**src/hdl/rwpf_pkg.sv**
```systemverilog
// Package with the types, constants and CRC functions of the register-write packet framer.
package rwpf_pkg;

	localparam int WORD_W      = 32;
	localparam int ADDR_W      = 24;
	localparam int PAIR_W      = 8;
	localparam int CFG_IDX_W   = 8;
	localparam int MAX_PAIRS_DEF   = 255;
	localparam int QUEUE_DEPTH_DEF = 4;

	localparam logic [WORD_W-1:0] CRC_SEED = 32'h46AF6449;
	localparam logic [WORD_W-1:0] CRC_POLY = 32'h04C11DB7;

	typedef enum logic [CFG_IDX_W-1:0] {
		CFG_START   = 8'd0,
		CFG_HEADER  = 8'd1,
		CFG_END     = 8'd2,
		CFG_VERSION = 8'd3
	} cfg_idx_t;

	typedef struct packed {
		logic              first;
		logic              last;
		logic [PAIR_W-1:0] cnt;
		logic [WORD_W-1:0] value;
		logic [WORD_W-1:0] addr_word;
	} rwpf_entry_t;

	// Response of the CRC update to a single set bit: bits 0 to 31 of the old CRC,
	// then bits 0 to 31 of the data word. Only ever called with constant arguments.
	function automatic logic [WORD_W-1:0] crc_col(input int j);
		logic [WORD_W-1:0] c;
		logic [WORD_W-1:0] d;
		logic              top;
		c = (j < WORD_W) ? (32'd1 << j[4:0]) : '0;
		d = (j >= WORD_W) ? (32'd1 << j[4:0]) : '0;
		for (int i = WORD_W - 1; i >= 0; i--) begin
			top = c[WORD_W-1];
			c   = {c[WORD_W-2:0], d[i]};
			if (top) begin
				c = c ^ CRC_POLY;
			end
		end
		return c;
	endfunction

	// One data word shifted into the CRC, most significant bit first.
	function automatic logic [WORD_W-1:0] crc_word(input logic [WORD_W-1:0] crc,
			input logic [WORD_W-1:0] w);
		logic [WORD_W-1:0] r;
		r = '0;
		for (int j = 0; j < WORD_W; j++) begin
			if (crc[j]) begin
				r = r ^ crc_col(j);
			end
			if (w[j]) begin
				r = r ^ crc_col(j + WORD_W);
			end
		end
		return r;
	endfunction

endpackage

```
**src/hdl/rwpf_channels.sv**
```systemverilog
// Interfaces for the item, word and configuration channels of the packet framer.
interface rwpf_item_if;
	import rwpf_pkg::*;
	logic              valid;
	logic              ready;
	logic [WORD_W-1:0] reg_value;
	logic [ADDR_W-1:0] reg_address;
	logic [PAIR_W-1:0] pair_count;
	modport source (output valid, reg_value, reg_address, pair_count, input ready);
	modport sink (input valid, reg_value, reg_address, pair_count, output ready);
endinterface

interface rwpf_word_if;
	import rwpf_pkg::*;
	logic              valid;
	logic              ready;
	logic [WORD_W-1:0] out_word;
	logic              last_word;
	modport source (output valid, out_word, last_word, input ready);
	modport sink (input valid, out_word, last_word, output ready);
endinterface

interface rwpf_cfg_if;
	import rwpf_pkg::*;
	logic                 valid;
	logic                 ready;
	logic [CFG_IDX_W-1:0] index;
	logic [WORD_W-1:0]    data;
	modport source (output valid, index, data, input ready);
	modport sink (input valid, index, data, output ready);
endinterface

```
**src/hdl/rwpf_front.sv**
```systemverilog
// Front end: accepts pairs, tracks packet position and builds the address word.
module rwpf_front #(
	parameter int MAX_PAIRS = rwpf_pkg::MAX_PAIRS_DEF
) (
	input  logic                  clk,
	input  logic                  arst_n,
	rwpf_item_if.sink             item,
	output logic                  ent_valid,
	input  logic                  ent_ready,
	output rwpf_pkg::rwpf_entry_t ent
);
	import rwpf_pkg::*;

	logic              in_packet_q;
	logic [PAIR_W-1:0] done_q;
	logic [PAIR_W-1:0] total_q;
	logic [PAIR_W-1:0] cnt_sat;
	logic [PAIR_W-1:0] done_nxt;
	logic [PAIR_W-1:0] total_nxt;
	logic [3:0]        par_addr;
	logic [3:0]        par_val;
	logic              accept;

	assign accept     = item.valid && ent_ready;
	assign item.ready = ent_ready;
	assign ent_valid  = item.valid;

	always_comb begin
		cnt_sat = item.pair_count;
		if (cnt_sat == '0) begin
			cnt_sat = PAIR_W'(1);
		end
		if (cnt_sat > PAIR_W'(MAX_PAIRS)) begin
			cnt_sat = PAIR_W'(MAX_PAIRS);
		end
		if (!in_packet_q) begin
			total_nxt = cnt_sat;
			done_nxt  = PAIR_W'(1);
		end else begin
			total_nxt = total_q;
			done_nxt  = done_q + PAIR_W'(1);
		end
	end

	assign par_addr = {1'b0, ^item.reg_address[23:16], ^item.reg_address[15:8],
		^item.reg_address[7:0]};
	assign par_val  = {^item.reg_value[31:24], ^item.reg_value[23:16],
		^item.reg_value[15:8], ^item.reg_value[7:0]};

	always_comb begin
		ent.first     = !in_packet_q;
		ent.last      = (done_nxt >= total_nxt);
		ent.cnt       = total_nxt;
		ent.value     = item.reg_value;
		ent.addr_word = {par_addr, par_val, item.reg_address};
	end

	always_ff @(posedge clk or negedge arst_n) begin
		if (!arst_n) begin
			in_packet_q <= 1'b0;
			done_q      <= '0;
			total_q     <= '0;
		end else if (accept) begin
			if (ent.last) begin
				in_packet_q <= 1'b0;
				done_q      <= '0;
			end else begin
				in_packet_q <= 1'b1;
				done_q      <= done_nxt;
			end
			total_q <= total_nxt;
		end
	end

endmodule

```
**src/hdl/rwpf_queue.sv**
```systemverilog
// Short queue of classified pairs between the front end and the word sequencer.
module rwpf_queue #(
	parameter int DEPTH = rwpf_pkg::QUEUE_DEPTH_DEF
) (
	input  logic                  clk,
	input  logic                  arst_n,
	input  logic                  push_valid,
	output logic                  push_ready,
	input  rwpf_pkg::rwpf_entry_t push_ent,
	output logic                  pop_valid,
	input  logic                  pop_ready,
	output rwpf_pkg::rwpf_entry_t pop_ent
);
	import rwpf_pkg::*;

	localparam int PTR_W = (DEPTH > 1) ? $clog2(DEPTH) : 1;
	localparam int CNT_W = $clog2(DEPTH + 1);

	rwpf_entry_t       mem_q [DEPTH];
	logic [PTR_W-1:0]  wr_ptr_q;
	logic [PTR_W-1:0]  rd_ptr_q;
	logic [CNT_W-1:0]  count_q;
	logic              push;
	logic              pop;

	assign push_ready = (count_q != CNT_W'(DEPTH));
	assign pop_valid  = (count_q != '0);
	assign push       = push_valid && push_ready;
	assign pop        = pop_valid && pop_ready;
	assign pop_ent    = mem_q[rd_ptr_q];

	always_ff @(posedge clk) begin
		if (push) begin
			mem_q[wr_ptr_q] <= push_ent;
		end
	end

	always_ff @(posedge clk or negedge arst_n) begin
		if (!arst_n) begin
			wr_ptr_q <= '0;
			rd_ptr_q <= '0;
			count_q  <= '0;
		end else begin
			if (push) begin
				wr_ptr_q <= (wr_ptr_q == PTR_W'(DEPTH - 1)) ? '0 : wr_ptr_q + PTR_W'(1);
			end
			if (pop) begin
				rd_ptr_q <= (rd_ptr_q == PTR_W'(DEPTH - 1)) ? '0 : rd_ptr_q + PTR_W'(1);
			end
			if (push && !pop) begin
				count_q <= count_q + CNT_W'(1);
			end else if (pop && !push) begin
				count_q <= count_q - CNT_W'(1);
			end
		end
	end

endmodule

```
**src/hdl/rwpf_back.sv**
```systemverilog
// Back end: holds the configuration words and emits packet words with the running CRC.
module rwpf_back (
	input  logic                  clk,
	input  logic                  arst_n,
	rwpf_cfg_if.sink              cfg,
	input  logic                  ent_valid,
	output logic                  ent_ready,
	input  rwpf_pkg::rwpf_entry_t ent,
	rwpf_word_if.source           word
);
	import rwpf_pkg::*;

	typedef enum logic [7:0] {
		PH_ENTRY = 8'b0000_0001,
		PH_LEN   = 8'b0000_0010,
		PH_VER   = 8'b0000_0100,
		PH_HDR   = 8'b0000_1000,
		PH_VAL   = 8'b0001_0000,
		PH_ADR   = 8'b0010_0000,
		PH_END   = 8'b0100_0000,
		PH_CRC   = 8'b1000_0000
	} phase_t;

	phase_t            phase_q;
	phase_t            phase_nxt;
	logic [WORD_W-1:0] start_q;
	logic [WORD_W-1:0] header_q;
	logic [WORD_W-1:0] end_q;
	logic [WORD_W-1:0] version_q;
	logic [WORD_W-1:0] crc_q;
	logic [WORD_W-1:0] crc_nxt;
	logic [WORD_W-1:0] crc_in;
	logic [WORD_W-1:0] crc_upd;
	logic [WORD_W-1:0] word_nxt;
	logic              last_nxt;
	logic              crc_en;
	logic              out_valid_q;
	logic [WORD_W-1:0] out_word_q;
	logic              out_last_q;
	logic              load;

	assign cfg.ready = 1'b1;

	always_ff @(posedge clk or negedge arst_n) begin
		if (!arst_n) begin
			start_q   <= '0;
			header_q  <= '0;
			end_q     <= '0;
			version_q <= '0;
		end else if (cfg.valid) begin
			case (cfg.index)
				CFG_START:   start_q   <= cfg.data;
				CFG_HEADER:  header_q  <= cfg.data;
				CFG_END:     end_q     <= cfg.data;
				CFG_VERSION: version_q <= cfg.data;
				default: ;
			endcase
		end
	end

	assign load = ent_valid && (!out_valid_q || word.ready);

	always_comb begin
		phase_nxt = phase_q;
		word_nxt  = ent.value;
		last_nxt  = 1'b0;
		crc_en    = 1'b0;
		crc_in    = ent.value;
		ent_ready = 1'b0;
		case (phase_q)
			PH_ENTRY: begin
				if (ent.first) begin
					word_nxt  = start_q;
					phase_nxt = PH_LEN;
				end else begin
					crc_en    = 1'b1;
					phase_nxt = PH_ADR;
				end
			end
			PH_LEN: begin
				word_nxt  = {23'd0, ent.cnt, 1'b0} + 32'd5;
				phase_nxt = PH_VER;
			end
			PH_VER: begin
				word_nxt  = version_q;
				crc_in    = version_q;
				crc_en    = 1'b1;
				phase_nxt = PH_HDR;
			end
			PH_HDR: begin
				word_nxt  = header_q;
				crc_in    = header_q;
				crc_en    = 1'b1;
				phase_nxt = PH_VAL;
			end
			PH_VAL: begin
				crc_en    = 1'b1;
				phase_nxt = PH_ADR;
			end
			PH_ADR: begin
				word_nxt = ent.addr_word;
				crc_in   = ent.addr_word;
				crc_en   = 1'b1;
				if (ent.last) begin
					phase_nxt = PH_END;
				end else begin
					last_nxt  = 1'b1;
					ent_ready = load;
					phase_nxt = PH_ENTRY;
				end
			end
			PH_END: begin
				word_nxt  = end_q;
				phase_nxt = PH_CRC;
			end
			PH_CRC: begin
				word_nxt  = crc_word(crc_q, '0);
				last_nxt  = 1'b1;
				ent_ready = load;
				phase_nxt = PH_ENTRY;
			end
			default: begin
				phase_nxt = PH_ENTRY;
			end
		endcase
	end

	assign crc_upd = crc_word(crc_q, crc_in);

	always_comb begin
		crc_nxt = crc_q;
		if (phase_q == PH_ENTRY && ent.first) begin
			crc_nxt = CRC_SEED;
		end else if (crc_en) begin
			crc_nxt = crc_upd;
		end
	end

	always_ff @(posedge clk or negedge arst_n) begin
		if (!arst_n) begin
			phase_q     <= PH_ENTRY;
			crc_q       <= CRC_SEED;
			out_valid_q <= 1'b0;
		end else begin
			if (load) begin
				phase_q     <= phase_nxt;
				crc_q       <= crc_nxt;
				out_valid_q <= 1'b1;
			end else if (word.ready) begin
				out_valid_q <= 1'b0;
			end
		end
	end

	always_ff @(posedge clk) begin
		if (load) begin
			out_word_q <= word_nxt;
			out_last_q <= last_nxt;
		end
	end

	assign word.valid     = out_valid_q;
	assign word.out_word  = out_word_q;
	assign word.last_word = out_last_q;

endmodule

```
**src/hdl/register_write_packet_framer_top.sv**
```systemverilog
// Top level of the register-write packet framer.
//
//   Port   Direction  Transaction
//   item   sink       one register-write pair (value, address, pair count)
//   word   source     one packet word, last_word set on the final word of a pair
//   cfg    sink       write of start, header, end or version word by index
//
// Each pair yields two words; while they go out, the queue takes more pairs until
// it is full. The first pair of a packet adds four words and the last adds two.
// The single registered word output sets the pace at which pairs are taken.
// A pair is written into a short queue at the edge that accepts it, and its first
// word passes from the queue into the output register before it can be taken; reset
// clears all control state and the configuration words. Stalls on the word channel
// back up into the queue before the item channel drops ready.
module register_write_packet_framer_top #(
	parameter int MAX_PAIRS   = rwpf_pkg::MAX_PAIRS_DEF,
	parameter int QUEUE_DEPTH = rwpf_pkg::QUEUE_DEPTH_DEF
) (
	input  logic        clk,
	input  logic        arst_n,
	rwpf_item_if.sink   item,
	rwpf_word_if.source word,
	rwpf_cfg_if.sink    cfg
);
	import rwpf_pkg::*;

	logic        fr_valid;
	logic        fr_ready;
	rwpf_entry_t fr_ent;
	logic        bk_valid;
	logic        bk_ready;
	rwpf_entry_t bk_ent;

	rwpf_front #(
		.MAX_PAIRS(MAX_PAIRS)
	) u_front (
		.clk       (clk),
		.arst_n    (arst_n),
		.item      (item),
		.ent_valid (fr_valid),
		.ent_ready (fr_ready),
		.ent       (fr_ent)
	);

	rwpf_queue #(
		.DEPTH(QUEUE_DEPTH)
	) u_queue (
		.clk        (clk),
		.arst_n     (arst_n),
		.push_valid (fr_valid),
		.push_ready (fr_ready),
		.push_ent   (fr_ent),
		.pop_valid  (bk_valid),
		.pop_ready  (bk_ready),
		.pop_ent    (bk_ent)
	);

	rwpf_back u_back (
		.clk       (clk),
		.arst_n    (arst_n),
		.cfg       (cfg),
		.ent_valid (bk_valid),
		.ent_ready (bk_ready),
		.ent       (bk_ent),
		.word      (word)
	);

endmodule

```
**src/flat_wrapper.sv**
```systemverilog
// flat-port wrapper written by rule: the top's interface ports become plain ports
module register_write_packet_framer_top_flat import rwpf_pkg::*;
#(
	parameter int MAX_PAIRS   = rwpf_pkg::MAX_PAIRS_DEF,
	parameter int QUEUE_DEPTH = rwpf_pkg::QUEUE_DEPTH_DEF
)
  (clk, arst_n, item_valid, item_reg_value, item_reg_address, item_pair_count, item_ready, word_valid, word_out_word, word_last_word, word_ready, cfg_valid, cfg_index, cfg_data, cfg_ready);
  rwpf_item_if item_i ();
  rwpf_word_if word_i ();
  rwpf_cfg_if cfg_i ();
  input  logic clk;
  input  logic arst_n;
  input wire logic [$bits(item_i.valid)-1:0] item_valid;
  input wire logic [$bits(item_i.reg_value)-1:0] item_reg_value;
  input wire logic [$bits(item_i.reg_address)-1:0] item_reg_address;
  input wire logic [$bits(item_i.pair_count)-1:0] item_pair_count;
  output wire logic [$bits(item_i.ready)-1:0] item_ready;
  output wire logic [$bits(word_i.valid)-1:0] word_valid;
  output wire logic [$bits(word_i.out_word)-1:0] word_out_word;
  output wire logic [$bits(word_i.last_word)-1:0] word_last_word;
  input wire logic [$bits(word_i.ready)-1:0] word_ready;
  input wire logic [$bits(cfg_i.valid)-1:0] cfg_valid;
  input wire logic [$bits(cfg_i.index)-1:0] cfg_index;
  input wire logic [$bits(cfg_i.data)-1:0] cfg_data;
  output wire logic [$bits(cfg_i.ready)-1:0] cfg_ready;
  assign item_i.valid = item_valid;
  assign item_i.reg_value = item_reg_value;
  assign item_i.reg_address = item_reg_address;
  assign item_i.pair_count = item_pair_count;
  assign item_ready = item_i.ready;
  assign word_valid = word_i.valid;
  assign word_out_word = word_i.out_word;
  assign word_last_word = word_i.last_word;
  assign word_i.ready = word_ready;
  assign cfg_i.valid = cfg_valid;
  assign cfg_i.index = cfg_index;
  assign cfg_i.data = cfg_data;
  assign cfg_ready = cfg_i.ready;
  register_write_packet_framer_top #(.MAX_PAIRS(MAX_PAIRS), .QUEUE_DEPTH(QUEUE_DEPTH)) u_core (.clk(clk), .arst_n(arst_n), .item(item_i), .word(word_i), .cfg(cfg_i));
endmodule
```
**config.mk**
```make
export PLATFORM = sky130hd
export DESIGN_NAME = register_write_packet_framer_top_flat
export DESIGN_NICKNAME = d
export VERILOG_FILES = /design/src/hdl/rwpf_pkg.sv /design/src/hdl/rwpf_channels.sv /design/src/hdl/rwpf_front.sv /design/src/hdl/rwpf_queue.sv /design/src/hdl/rwpf_back.sv /design/src/hdl/register_write_packet_framer_top.sv /design/src/flat_wrapper.sv
export SDC_FILE = /design/constraint.sdc
export NUM_CORES = 1
export LEC_CHECK = 0
export BUFFER_PORTS_ARGS = -buffer_cell sky130_fd_sc_hd__buf_2
export CORE_MARGIN = 4
export CORE_UTILIZATION = 35
export DETAILED_ROUTE_END_ITERATION = 12
export GPL_ROUTABILITY_DRIVEN = 0
export SKIP_CTS_REPAIR_TIMING = 1
export SLEW_MARGIN = 40
export SYNTH_ARGS = -nofsm -noshare
export SYNTH_HDL_FRONTEND = slang
export SYNTH_HIERARCHICAL = 1
export SYNTH_SLANG_ARGS = --single-unit
```
**constraint.sdc**
```tcl
create_clock -name clk -period 4.57 [get_ports clk]
set_input_delay 0.2285 -clock clk [delete_from_list [all_inputs] [get_ports clk]]
set_output_delay 0.2285 -clock clk [all_outputs]
set_load 0.01 [all_outputs]
```
==> qor.txt <==
outcome - completed
vias in the first global route - 16000
endpoints failing hold - 0
RSZ-0062 raised after global routing - no
port buffer count - 143
clock slew at reported path FFs - 0.06 ns
Synth Flop Type - edfxtp_1
overall routing resource usage - 17.9%
# DRC - 0
Post-Syn Nets - 1919
CP Launch Type - flip-flop
Critical Path Sink Type - flip-flop
Place WS - 1.52 ns
routed len/inst - 24.2 µm
core footprint - 0.0743 mm²
WP data required - 5.02 ns
largest stage delay on the critical path - 0.79 ns
Final WS setup - 1.51 ns
Area growth syn-to-layout - 15.2%
Non-Filler Instances - 2948
Seq/Total Area, Yosys - 56.2%
Final setup violation count - 0
ys async rst share - 37.0%
most frequent cells in the layout - 329 x edfxtp_1, 175 x dfrtp_1, 142 x buf_2, 134 x xnor2_1, 120 x mux2_2
FMAX - 0.327 GHz
r2r setup slk - 1.51 ns
Setup TNS Final - 0 ns
drt total wl - 71500 µm
CP arrival - 3.50 ns
largest net degree at the start of global routing - 107
Tmin final - 3.06 ns
Netlist cell types - 87
Worst Hold Depth - 3
Hold Crit Class - in2reg
Root Buffer - clkbuf_16
CTS tree - built
hold_sp - item_pair_count[3]
io pins - 145
Setup CP Type - reg2reg
nets - 2063
remaining antenna violation count - 0
cell count of the worst reg-to-reg path - 6
max_slew headroom - 39.4%
Avg Inst Size Synth - 14.6 µm²
post-synthesis sequential element count - 522
Clock Skew - 0.0415 ns
Synth Instances - 1793
Vias - 15600
grt ovf - 0
Max Slew Vio Count - 0
Vias/cell - 5.31
First DRT Iteration DRCs - 1384
CTS sink count - 522
Crit Path Max Fanout - 18
Mapped Area - 0.0262 mm²
TritonRoute pass-1 iters - 5
global-route wire length before repair - 106000 µm
HPWL after DPL - 51200 µm
WHS Endpoint - u_core/u_front/total_q[3]$_DFFE_PN0P_
Die ar. - 0.0794 mm²
htree depth - 2
final core utilization - 40.7%
Max Buffers Root-to-Sink - 3
Worst-Skew Late Latency - 0.61 ns
warnings from Yosys - 6
number of flops mapped to enable cells by yosys - 329
CP max-delay cell - mux4_2
Num CTS Buffers - 54
Initial Utilization - 35.3%
Die X - 282 µm
CP cell instances - mux4_2, and4b_1, a41o_1, buf_4, a22oi_1, nand3_1
Worst Max-Slew Pin Slew - 0.904 ns
fin crit share - 66.9%
max-cap viol count - 0
Cells after DPL - 2760
worst r2r dst - u_core/u_back/word.out_word[30]$_DFFE_PP_
# rows - 100
initial antenna violation count - 3
r2r startpoint - u_core/u_queue/rd_ptr_q[0]$_DFFE_PN0P_
layout cells sized above 1 - 25.8%
commonest non-fill, non-tap cell in the layout - edfxtp_1
Die Y - 282 µm
-- cells by family after synthesis --
logic type	after synthesis	synth area share, %
XOR/XNOR	255	12.7
multiplexers	213	12.2
buffers and inverters	221	4.69
adder cells (fa/ha/maj)	17	0.840
other	2	0.0286
AND/OR/NAND/NOR	342	7.14
AO/OA/AOI/OAI	221	6.20
flip-flops	522	56.2
-- per-stage QoR --
step | instance area, µm² | hold WS [ns]
4_1_cts | 29300 | -0.405
3_3_place_gp | 27400 | 0.404
2_1_floorplan | 26200 | -0.0671
3_5_place_dp | 27500 | 0.256
5_1_grt | 30200 | 0.0572
6_report | 30200 | 0.0524
-- state kept, by name, indices dropped and copies added (netlist names), 2 cells and up --
name,flops
u_core/u_queue/mem_q,296
u_core/u_back/crc_q,32
u_core/u_back/end_q,32
u_core/u_back/header_q,32
u_core/u_back/start_q,32
u_core/u_back/version_q,32
u_core/u_back/word.out_word,32
u_core/u_back/phase_q,8
u_core/u_front/done_q,8
u_core/u_front/total_q,8
u_core/u_queue/count_q,3
u_core/u_queue/rd_ptr_q,2
u_core/u_queue/wr_ptr_q,2
-- synthesized netlist by cell type (all sizes together) (4+ instances only) --
master / count / area, µm²
edfxtp: 329 / 9880
dfrtp: 177 / 4430
xnor2: 137 / 1220
buf: 126 / 871
mux2: 120 / 1350
nand2: 94 / 353
mux4: 74 / 1670
xnor3: 66 / 1500
nand3b: 62 / 465
clkbuf: 60 / 226
nor2: 60 / 225
o21ai: 51 / 255
xor2: 43 / 392
a211oi: 34 / 255
and3: 34 / 213
inv: 34 / 128
a311oi: 31 / 272
a22oi: 29 / 218
nand3: 25 / 130
mux2i: 19 / 190
a21oi: 18 / 101
dfstp: 16 / 420
ha: 16 / 200
and2: 15 / 93.8
nor3: 13 / 70.1
xor3: 9 / 215
nand4: 8 / 50.1
o211ai: 7 / 52.6
a221oi: 6 / 52.6
o22a: 6 / 52.6
nor4: 5 / 58.8
o2111ai: 5 / 43.8
a22o: 4 / 35.0
nand2b: 4 / 25.0
nor2b: 4 / 25.0
-- critical path, delay by kind of cell, from the launching register on --
kind | cells | cell delay [ns]
muxes | 1 | 0.79
buffers and inverters | 1 | 0.34
AOI/OAI and AO/OA | 2 | 0.57
and+or+nand+nor | 2 | 0.52
DFF | 1 | 0.66
-- worst max-delay path by stage --
stage                                                      start                                   endpoint
after floorplan            u_core/u_queue/count_q[1]$_DFFE_PN0P_      u_core/u_queue/count_q[2]$_DFFE_PN0P_
after detailed placement  u_core/u_queue/rd_ptr_q[0]$_DFFE_PN0P_  u_core/u_back/word.out_word[26]$_DFFE_PP_
after CTS                   u_core/u_back/phase_q[1]$_DFFE_PN0P_      u_core/u_queue/count_q[1]$_DFFE_PN0P_
after global routing        u_core/u_back/phase_q[1]$_DFFE_PN0P_      u_core/u_queue/count_q[1]$_DFFE_PN0P_
final                     u_core/u_queue/rd_ptr_q[0]$_DFFE_PN0P_  u_core/u_back/word.out_word[30]$_DFFE_PP_
after global placement    u_core/u_queue/rd_ptr_q[0]$_DFFE_PN0P_  u_core/u_back/word.out_word[14]$_DFFE_PP_
-- final cells by class --
cell class	instances	area (µm²)
clock inverters	30	353
clock buffers	67	1450
fillers	6891	44100
flip-flops and latches	522	14700
inverters	35	131
diodes	1	2.50
repair buffers	274	2030
multi-input cells	1050	10300
well taps	969	1210
-- metal layers --
metal  up-vias  global-route usage [%]  wire [µm]
met3       140                    4.03       4950
met2       560                    30.4      35400
met1      7991                    22.7      28200
met4         2                    6.54       2890
met5         -                       0         13
li1       6954                       -          -
Power is not shown: default switching activity piles up to over one toggle a cycle in this logic, so the estimate is an artifact.
